<file path="src/rtl/pms_pkg.sv">
`timescale 1ns / 1ps
`default_nettype none

package pms_pkg;

    localparam int NUM_STACKS_DEF  = 3;
    localparam int STACK_DEPTH_DEF = 8;

    localparam int FUNC_W   = 2;
    localparam int SID_W    = 2;
    localparam int DATA_W   = 32;
    localparam int STATUS_W = 2;

    localparam logic [FUNC_W-1:0] FUNC_PUSH = 2'd0;
    localparam logic [FUNC_W-1:0] FUNC_POP  = 2'd1;

    localparam logic [STATUS_W-1:0] ST_OK      = 2'd0;
    localparam logic [STATUS_W-1:0] ST_INVALID = 2'd1;
    localparam logic [STATUS_W-1:0] ST_FULL    = 2'd2;
    localparam logic [STATUS_W-1:0] ST_EMPTY   = 2'd3;

    localparam logic signed [DATA_W-1:0] NO_DATA = -32'sd999;

    typedef struct packed {
        logic wr_en;
        logic rd_en;
    } t_mem_cmd;

endpackage

`default_nettype wire

</file>
<file path="src/rtl/pms_mem.sv">
`timescale 1ns / 1ps
`default_nettype none

module pms_mem
    import pms_pkg::*;
#(
    parameter int DEPTH = NUM_STACKS_DEF * STACK_DEPTH_DEF,
    parameter int AW    = $clog2(DEPTH)
) (
    input  wire logic                     i_clk,
    input  wire t_mem_cmd                 i_cmd,
    input  wire logic [AW-1:0]            i_addr,
    input  wire logic signed [DATA_W-1:0] i_wdata,
    output logic signed [DATA_W-1:0]      o_rdata
);

    logic signed [DATA_W-1:0] r_mem [DEPTH];
    logic signed [DATA_W-1:0] r_rdata;

    always_ff @(posedge i_clk) begin
        if (i_cmd.wr_en) begin
            r_mem[i_addr] <= i_wdata;
        end
        if (i_cmd.rd_en) begin
            r_rdata <= r_mem[i_addr];
        end
    end

    assign o_rdata = r_rdata;

endmodule

`default_nettype wire

</file>
<file path="src/rtl/pms_ctrl.sv">
`timescale 1ns / 1ps
`default_nettype none

module pms_ctrl
    import pms_pkg::*;
#(
    parameter int NUM_STACKS  = NUM_STACKS_DEF,
    parameter int STACK_DEPTH = STACK_DEPTH_DEF,
    parameter int AW          = $clog2(NUM_STACKS * STACK_DEPTH)
) (
    input  wire logic                 i_clk,
    input  wire logic                 i_rst_n,
    input  wire logic                 i_accept,
    input  wire logic                 i_out_take,
    input  wire logic [FUNC_W-1:0]    i_func,
    input  wire logic [SID_W-1:0]     i_stack_id,
    output t_mem_cmd                  o_cmd,
    output logic [AW-1:0]             o_addr,
    output logic                      o_out_valid,
    output logic [STATUS_W-1:0]       o_status,
    output logic                      o_peek_ok,
    output logic                      o_now_empty,
    output logic                      o_now_full
);

    localparam int SIW = $clog2(NUM_STACKS);
    localparam int CW  = $clog2(STACK_DEPTH + 1);

    logic [CW-1:0]       r_count [NUM_STACKS];
    logic                r_out_valid;
    logic [STATUS_W-1:0] r_status;
    logic                r_peek_ok;
    logic                r_empty;
    logic                r_full;

    logic                sid_ok;
    logic [SIW-1:0]      sid_idx;
    logic [CW-1:0]       cnt;
    logic [CW-1:0]       n_cnt;
    logic                is_push;
    logic                is_pop;
    logic                cnt_full;
    logic                cnt_empty;
    logic [STATUS_W-1:0] n_status;
    logic                n_peek_ok;
    logic [AW-1:0]       base;

    always_comb begin
        sid_ok    = {{(32-SID_W){1'b0}}, i_stack_id} < NUM_STACKS;
        sid_idx   = i_stack_id[SIW-1:0];
        cnt       = sid_ok ? r_count[sid_idx] : '0;
        is_push   = i_func == FUNC_PUSH;
        is_pop    = i_func == FUNC_POP;
        cnt_full  = cnt == CW'(STACK_DEPTH);
        cnt_empty = cnt == '0;
        n_cnt     = cnt;
        n_status  = ST_OK;
        n_peek_ok = 1'b0;
        if (!sid_ok) begin
            n_status = ST_INVALID;
        end else if (is_push) begin
            if (cnt_full) begin
                n_status = ST_FULL;
            end else begin
                n_cnt = cnt + CW'(1);
            end
        end else if (cnt_empty) begin
            n_status = ST_EMPTY;
        end else if (is_pop) begin
            n_cnt = cnt - CW'(1);
        end else begin
            n_peek_ok = 1'b1;
        end
        base         = AW'(sid_idx) * AW'(STACK_DEPTH);
        o_addr       = base + AW'(cnt) - (is_push ? AW'(0) : AW'(1));
        o_cmd.wr_en  = i_accept && sid_ok && is_push && !cnt_full;
        o_cmd.rd_en  = i_accept && n_peek_ok;
    end

    always_ff @(posedge i_clk) begin
        if (!i_rst_n) begin
            for (int k = 0; k < NUM_STACKS; k++) begin
                r_count[k] <= '0;
            end
            r_out_valid <= 1'b0;
        end else begin
            if (i_accept) begin
                if (sid_ok) begin
                    r_count[sid_idx] <= n_cnt;
                end
                r_out_valid <= 1'b1;
            end else if (i_out_take) begin
                r_out_valid <= 1'b0;
            end
        end
    end

    always_ff @(posedge i_clk) begin
        if (i_accept) begin
            r_status  <= n_status;
            r_peek_ok <= n_peek_ok;
            r_empty   <= sid_ok && (n_cnt == '0);
            r_full    <= sid_ok && (n_cnt == CW'(STACK_DEPTH));
        end
    end

    assign o_out_valid = r_out_valid;
    assign o_status    = r_status;
    assign o_peek_ok   = r_peek_ok;
    assign o_now_empty = r_empty;
    assign o_now_full  = r_full;

endmodule

`default_nettype wire

</file>
<file path="src/rtl/partitioned_multi_stack.sv">
`timescale 1ns / 1ps
`default_nettype none

// NUM_STACKS independent stacks of STACK_DEPTH words share one synchronous memory;
// stack s owns words s*STACK_DEPTH up to s*STACK_DEPTH+STACK_DEPTH-1. Each transfer
// asks for push (0), pop (1) or peek (2 or 3) and yields one result transfer with a
// status (0 ok, 1 bad stack number, 2 full, 3 empty), the peeked word (else -999)
// and the stack's empty and full flags after the operation. Stack counts sit in
// registers and are updated at acceptance, so one transfer is taken every cycle
// unless the output is stalled; the result appears in the cycle after acceptance.
// The memory needs no clearing after reset: only pushed words are ever read.

module partitioned_multi_stack
    import pms_pkg::*;
#(
    parameter int NUM_STACKS  = NUM_STACKS_DEF,
    parameter int STACK_DEPTH = STACK_DEPTH_DEF
) (
    input  wire logic                     i_clk,
    input  wire logic                     i_rst_n,
    input  wire logic                     i_in_valid,
    output logic                          o_in_stall,
    input  wire logic [FUNC_W-1:0]        i_func,
    input  wire logic [SID_W-1:0]         i_stack_id,
    input  wire logic signed [DATA_W-1:0] i_item,
    output logic                          o_out_valid,
    input  wire logic                     i_out_stall,
    output logic [STATUS_W-1:0]           o_status,
    output logic signed [DATA_W-1:0]      o_data,
    output logic                          o_now_empty,
    output logic                          o_now_full
);

    localparam int DEPTH = NUM_STACKS * STACK_DEPTH;
    localparam int AW    = $clog2(DEPTH);

    t_mem_cmd                 mem_cmd;
    logic [AW-1:0]            mem_addr;
    logic signed [DATA_W-1:0] mem_rdata;
    logic                     accept;
    logic                     peek_ok;

    assign o_in_stall = o_out_valid && i_out_stall;
    assign accept     = i_in_valid && !o_in_stall;

    pms_ctrl #(
        .NUM_STACKS  (NUM_STACKS),
        .STACK_DEPTH (STACK_DEPTH),
        .AW          (AW)
    ) u_ctrl (
        .i_clk       (i_clk),
        .i_rst_n     (i_rst_n),
        .i_accept    (accept),
        .i_out_take  (!i_out_stall),
        .i_func      (i_func),
        .i_stack_id  (i_stack_id),
        .o_cmd       (mem_cmd),
        .o_addr      (mem_addr),
        .o_out_valid (o_out_valid),
        .o_status    (o_status),
        .o_peek_ok   (peek_ok),
        .o_now_empty (o_now_empty),
        .o_now_full  (o_now_full)
    );

    pms_mem #(
        .DEPTH (DEPTH),
        .AW    (AW)
    ) u_mem (
        .i_clk   (i_clk),
        .i_cmd   (mem_cmd),
        .i_addr  (mem_addr),
        .i_wdata (i_item),
        .o_rdata (mem_rdata)
    );

    assign o_data = peek_ok ? mem_rdata : NO_DATA;

endmodule

`default_nettype wire
</file>
<file path="config.mk">
export PLATFORM = sky130hd
export DESIGN_NAME = partitioned_multi_stack
export DESIGN_NICKNAME = d
export VERILOG_FILES = /design/src/rtl/pms_pkg.sv /design/src/rtl/pms_mem.sv /design/src/rtl/pms_ctrl.sv /design/src/rtl/partitioned_multi_stack.sv
export SDC_FILE = /design/constraint.sdc
export NUM_CORES = 1
export LEC_CHECK = 0
export BUFFER_PORTS_ARGS = -buffer_cell sky130_fd_sc_hd__buf_4
export CORE_ASPECT_RATIO = 0.8
export CORE_MARGIN = 4
export CORE_UTILIZATION = 56
export DETAILED_ROUTE_END_ITERATION = 10
export GPL_TIMING_DRIVEN = 0
export HOLD_SLACK_MARGIN = 0.05
export MAX_ROUTING_LAYER = met4
export PLACE_DENSITY = 0.73
export SLEW_MARGIN = 20
export SYNTH_ARGS = -nofsm -noshare
export SYNTH_HDL_FRONTEND = slang
export SYNTH_SLANG_ARGS = --single-unit
</file>
<file path="constraint.sdc">
create_clock -name i_clk -period 6.3 [get_ports i_clk]
set_input_delay 0 -clock i_clk [delete_from_list [all_inputs] [get_ports i_clk]]
set_output_delay 0 -clock i_clk [all_outputs]
set_load 0.02 [all_outputs]
</file>
# Yosys cells after proc, flatten, opt, wreduce, memory -nomap -nowiden
# Memory sizes are Yosys's and may differ from the RTL's. A register that Yosys moved wholly into a read port is not among the register bits.
# Cells that the tools add are included.
[word_totals]
register_bits = 6
latch_bits = 0
mem_bits_rw = 780
romBits = 0
input_bits = 40
out_inout_bits = 38
word_cells = 57
memories = 2
[op_classes]
n_addsub = 4
mul = 0
n_div = 0
magnitude_cmp = 1
n_eq_ne = 4
n_shift = 0
muxes = 27
n_bitwise = 0
n_reduce_logical = 14
[mem_list]
columns = ["name", "words", "word_bits", "rd", "rd_ports_with_merged_regs", "wr", "line", "text"]
rows = [
  ["u_mem.r_mem", 24, 32, 1, 1, 1, "pms_mem.sv:17", "logic signed [DATA_W-1:0] r_mem [DEPTH];"],
  ["u_ctrl.r_count", 3, 4, 1, 0, 3, "pms_ctrl.sv:29", "logic [CW-1:0] r_count [NUM_STACKS];"],
]
[op_table]
columns = ["cell", "count"]
rows = [
  ["$mux 32", 1],
  ["$mux 4", 7],
  ["$mux 1", 15],
  ["$eq 4x4->1 const B", 2],
  ["$logic_and 1x1->1", 8],
  ["$logic_not 4->1", 2],
  ["$mux 2", 4],
  ["$add 5x4->5", 1],
  ["$sub 5x5->5", 1],
  ["$add 4x1->4 const B", 1],
  ["$reduce_or 4->1", 1],
  ["$sub 4x1->4 const B", 1],
  ["$eq 2x1->1 const B", 1],
  ["$logic_not 1->1", 2],
  ["$logic_not 2->1", 1],
  ["$lt 2x2->1 const B", 1],
  ["$ne 2x1->1 const B", 1],
]

# Logic depth before layout (Yosys ltp)
[logic_depth]
ltp_word = 9
depth_mapped = 16
mapped_depth_nobuf = 13

# Cells and area by module
# From an unflattened synthesis, not the netlist that was laid out.
[unflattened]
hier_cells = 1651
hier_area_um2 = 31964.4
[modules_own_cells]
columns = ["mod", "n_inst", "cells_each", "area_each_um2", "seq_area_each_um2"]
rows = [
  ["pms_mem", 1, 1477, 30300.3, 24023.0],
  ["pms_ctrl", 1, 136, 1428.9, 530.5],
  ["partitioned_multi_stack", 1, 38, 235.2, 0.0],
]

# Worst setup path before layout
# Ideal clock, no wire load.
[synth_path]
path_kind = "input to register"
from = "in i_stack_id[0]"
to = "mem u_mem.r_mem[17][0] (enable)"
setup_time_ns = 0.461
t_arrival_ns = 5.112
required_ns = 5.839
path_slack_ns = 0.727
path_stages = 12
n_path_buf = 6
path_cell_list = "clkbuf_1 clkbuf_1 o22a_1 ha_1 inv_1 fa_1 clkbuf_1 clkbuf_1 clkbuf_1 clkbuf_1 nand2_1 nor3_1"
[synth_via]
elab_chain_len = 7
word_cells_on_any_way = 12
cone_classes = "add/sub (2); order compare (1); eq/ne (1); mux (3); reduce/logical (4); memory (1)"
[synth_lines]
columns = ["element", "line", "text"]
rows = [
  ["start: declaration", "partitioned_multi_stack.sv:24", "input wire logic [SID_W-1:0] i_stack_id,"],
  ["branches (longest 7 deep; another with $add 5x4->5)", "-", ""],
  ["end: declaration", "pms_mem.sv:17", ""],
]
# Several ways; the timed one is not identified.

# Final worst setup path
[layout_path]
from = "mem u_ctrl.r_count[2][1] in the netlist's numbering"
to = "mem u_mem.r_mem[18][21] (enable)"
[layout_via]
elab_chain_len = 7
word_cells_on_any_way = 9
cone_classes = "add/sub (2); eq/ne (1); mux (3); reduce/logical (2); memory (1)"
[layout_lines]
columns = ["element", "line", "text"]
rows = [
  ["start: declaration", "pms_ctrl.sv:29", ""],
  ["$mem_v2 3x4 *", "-", ""],
  ["$mux 4 *", "pms_ctrl.sv:51", "cnt = sid_ok ? r_count[sid_idx] : '0;"],
  ["branches (longest 5 deep; another with $add 5x4->5)", "-", ""],
]
# Mark *: on every way between the ends.

==> insert_results.sql <==
INSERT INTO impl_metrics (metric_group, metric, value, unit) VALUES
('floorplanning', 'rows', '78', ''),
('worst_setup_path', 'timing.setup.critical_path_class', 'reg -> reg', ''),
('power_and_ir_drop', 'power_switching_share', '23.8', '%'),
('placement', 'detailed_place_hpwl', '51.1', 'mm'),
('cts', 'cts-buffers-inserted', '76', ''),
('worst_setup_path', 'critical_path_arrival', '6.18', 'ns'),
('grt', 'antenna_violations_before_repair', '0', ''),
('timing', 'finalCritPeriodShare', '93.2', '%'),
('synth', 'cell_type_contributing_the_most_total_cell_area_after_synthesis', 'edfxtp_1', ''),
('worst_setup_path', 'number_of_buffers_and_inverters_on_the_critical_path', '7', ''),
('layout', 'num-fill-cells', '3655', ''),
('cts', 'clock_sink_count', '818', ''),
('synth', 'flip_flop_and_latch_count_after_synthesis', '818', ''),
('cts', 'cts_hold_buf', '38', ''),
('timing', 'timing.final.hold_violations', '0', ''),
('floorplanning', 'floorplan.die_area', '0.0611', 'mm²'),
('synth', 'synth_top_area_share', '76.7', '%'),
('floorplanning', 'core', '0.0566', 'mm²'),
('synth', 'synthesis.area', '0.0320', 'mm²'),
('power_and_ir_drop', 'power-per-cell-area', '328', 'mW/mm²'),
('worst_setup_path', 'cells_along_the_critical_path', 'mux2i_1 -> o22a_1 -> ha_1 -> inv_1 -> fa_1 -> clkbuf_1 -> clkbuf_1 -> clkbuf_1 -> clkbuf_1 -> nand2_1 -> nor3_2 -> buf_6 -> buf_4', ''),
('timing', 'period_minus_slack', '5.87', 'ns'),
('floorplanning', 'chipHeight', '222', 'µm'),
('layout', 'area_delta_synth_final', '17.0', '%'),
('run_status', 'outcome', 'complete, no violations', ''),
('run', 'timing.max_cap.violations', '0', ''),
('cts', 'post_cts_resize_count', '0', ''),
('timing', 'actual_slew_at_the_worst_max_slew_pin', '1.01', 'ns'),
('power_and_ir_drop', 'cellLeakagePower', '12.5', 'nW'),
('grt', 'grt_overflow_total', '0', ''),
('grt', 'grt_first_pass_wirelength', '112', 'mm'),
('worst_setup_path', 'critPathMaxFanout', '10', ''),
('worst_setup_path', 'critical-path-slowest-cell', 'clkbuf_1', ''),
('route', 'avg_vias_per_cell', '6.32', ''),
('timing', 'fmax', '170', 'MHz'),
('route', 'antenna_left', '0', ''),
('route', 'first_pass_iters', '6', ''),
('layout', 'layout.nets', '1872', ''),
('route', 'num_vias', '16664', ''),
('timing', 'final.setup_skew', '0.0252', 'ns'),
('power_and_ir_drop', 'share_clk_of_total_power', '37.4', '%'),
('placement', 'place_worst_setup_slack', '0.414', 'ns'),
('grt', 'grt.total_usage', '26.0', '%'),
('power_and_ir_drop', 'worst_case_vdd_ir_drop', '0.244', 'mV'),
('worst_setup_path', 'required_time_of_the_worst_setup_path', '6.60', 'ns'),
('layout', 'antenna-diode-count', '0', ''),
('floorplanning', 'ios', '78', ''),
('synth', 'synth_commonest_cells', 'edfxtp_1, mux4_2, nand2_1', ''),
('cts', 'max-clock-path-buffers', '3', ''),
('worst_setup_path', 'crit_top_cell', 'clkbuf_1', ''),
('synth', 'synth_ff_type', 'edfxtp_1', ''),
('cts', 'clk_latency', '0.61', 'ns'),
('timing', 'setup_repair_after_global_routing_missed_its_margin', 'no', ''),
('synth', 'synth_enable_flop_cells', '817', ''),
('power_and_ir_drop', 'power_switching', '2.93', 'mW'),
('synth', 'synthesis.nets', '1571', ''),
('cts', 'cts.root.buffer_cell', 'clkbuf_16', ''),
('placement', 'placement.io_buffers', '74', ''),
('synth', 'post_synth.cell_area_avg', '21.1', 'µm²'),
('synth', 'ys_async_rst_share', '0', '%'),
('synth', 'post-synth-top-count-cell', 'edfxtp_1', ''),
('timing', 'worst_hold_slack', '0.205', 'ns'),
('grt', 'largest_net_degree_at_the_start_of_global_routing', '25', ''),
('grt', 'via_count_of_the_first_global_routing_pass', '16863', ''),
('route', 'totalWireLength', '75.3', 'mm'),
('floorplanning', 'fp.dieW', '275', 'µm'),
('floorplanning', 'initial_utilization', '56.5', '%'),
('timing', 'timing.max_slew.rel_slack', '32.6', '%'),
('worst_setup_path', 'max_stage_delay', '0.77', 'ns'),
('layout', 'final_layout_size_suffix_gt1_share', '29.3', '%'),
('route', 'detail_route.drc_violations', '0', '');
-- layer usage --
layer / part of all wire, % / GRT usage [%] / up-vias
met5: 0 / - / -
li1: - / - / 6852
met3: 9.6 / 4.66 / 178
met1: 40 / 38.2 / 8698
met2: 47 / 38.5 / 936
met4: 3.0 / 7.50 / 0
-- worst register-to-register path, delay by kind of cell (launching register included) --
family                   cells  cell delay [ns]
multiplexers                 1             0.15
AO/OA/AOI/OAI                1             0.37
adder cells (fa/ha/maj)      2             0.79
flip-flops                   1             0.37
AND/OR/NAND/NOR              2             1.06
buffers and inverters        7             2.82
-- cells by family after synthesis --
kind of cell    after synthesis  synth area share [%]
buf+inv                      96                  1.33
compound gates               34                 0.774
simple gates                295                  4.84
xor+xnor                      4                 0.109
flops                       818                  76.7
fa+ha+maj                    11                 0.454
mux                         262                  15.8
-- worst paths after layout --
path / startpoint / to / slack [ns] / cells past startpoint
max: u_ctrl.r_count[2][1] / u_mem.r_mem[18][21] / 0.43 / 13
min: i_stack_id[1] / u_ctrl.r_count[2][0] / 0.20 / 4
max reg2reg: u_ctrl.r_count[2][1] / u_mem.r_mem[18][21] / 0.43 / 13
min reg2reg: u_mem.r_mem[7][9] / u_mem.o_rdata[9] / 0.83 / 3
-- power groups by stage --
stage	Clock [mW]	Sequential (mW)	Combinational, mW
2_1_floorplan	0	6.20	0.991
3_3_place_gp	0	6.20	1.52
3_5_place_dp	0	6.20	1.59
4_1_cts	4.66	6.08	1.62
5_1_grt	4.90	6.08	1.72
6_report	4.59	6.08	1.62
-- registers in the layout (all words and copies together) (netlist names) --
signal	count
u_ctrl.o_status	2
u_ctrl.o_now_full	1
u_ctrl.r_count	12
u_mem.r_mem	768
u_ctrl.o_out_valid	1
u_mem.o_rdata	32
u_ctrl.o_peek_ok	1
u_ctrl.o_now_empty	1
-- layout by cell type (no fill, tap or decap), types with 5 or more instances in the layout --
| cell | netlist | final |
|---|---|---|
| a21oi_1 | 7 | 7 |
| and2_1 | 33 | 32 |
| and3_1 | 24 | 24 |
| buf_1 | 7 | 7 |
| buf_2 | 26 | 26 |
| buf_4 | 1 | 154 |
| buf_6 | 4 | 35 |
| bufinv_16 | 0 | 10 |
| clkbuf_1 | 47 | 61 |
| clkbuf_16 | 0 | 77 |
| clkinv_1 | 0 | 15 |
| clkinv_2 | 0 | 9 |
| dlygate4sd3_1 | 0 | 38 |
| edfxtp_1 | 817 | 817 |
| ha_1 | 10 | 10 |
| inv_1 | 9 | 9 |
| mux2i_1 | 65 | 65 |
| mux4_2 | 193 | 193 |
| nand2_1 | 97 | 97 |
| nand2b_1 | 28 | 28 |
| nand3_1 | 6 | 6 |
| nor2_1 | 19 | 19 |
| nor2b_1 | 5 | 5 |
| nor3_1 | 46 | 22 |
| nor3_2 | 0 | 24 |
| o221ai_1 | 9 | 9 |
| or3_1 | 5 | 5 |
| or4_1 | 22 | 22 |
-- stage by stage --
step                TNS (ns)  std cells  utilization [%]  power [mW]  cell area, µm²
finish                     0       2636             66.2        12.3           37500
global route               0       2636             66.2        12.7           37500
CTS                        0       2636             66.1        12.4           37400
detailed placement         0       2465             61.1        7.78           34600
global placement    -2041.60       2354             59.2        7.72           33500
floorplan                  0       1520                -        7.19           32000
-- area by class of cell --
class / count / area (µm²) / share of cell area (%)
clock inverter: 41 / 488 / 1.30
timing repair buffer: 223 / 1900 / 5.07
clock buffer: 92 / 1980 / 5.30
buffer: 85 / 387 / 1.03
multi-input combinational: 606 / 7150 / 19.1
inverter: 11 / 41.3 / 0.110
tap: 760 / 951 / 2.54
sequential: 818 / 24600 / 65.6
(Power assumes the default switching activity.)
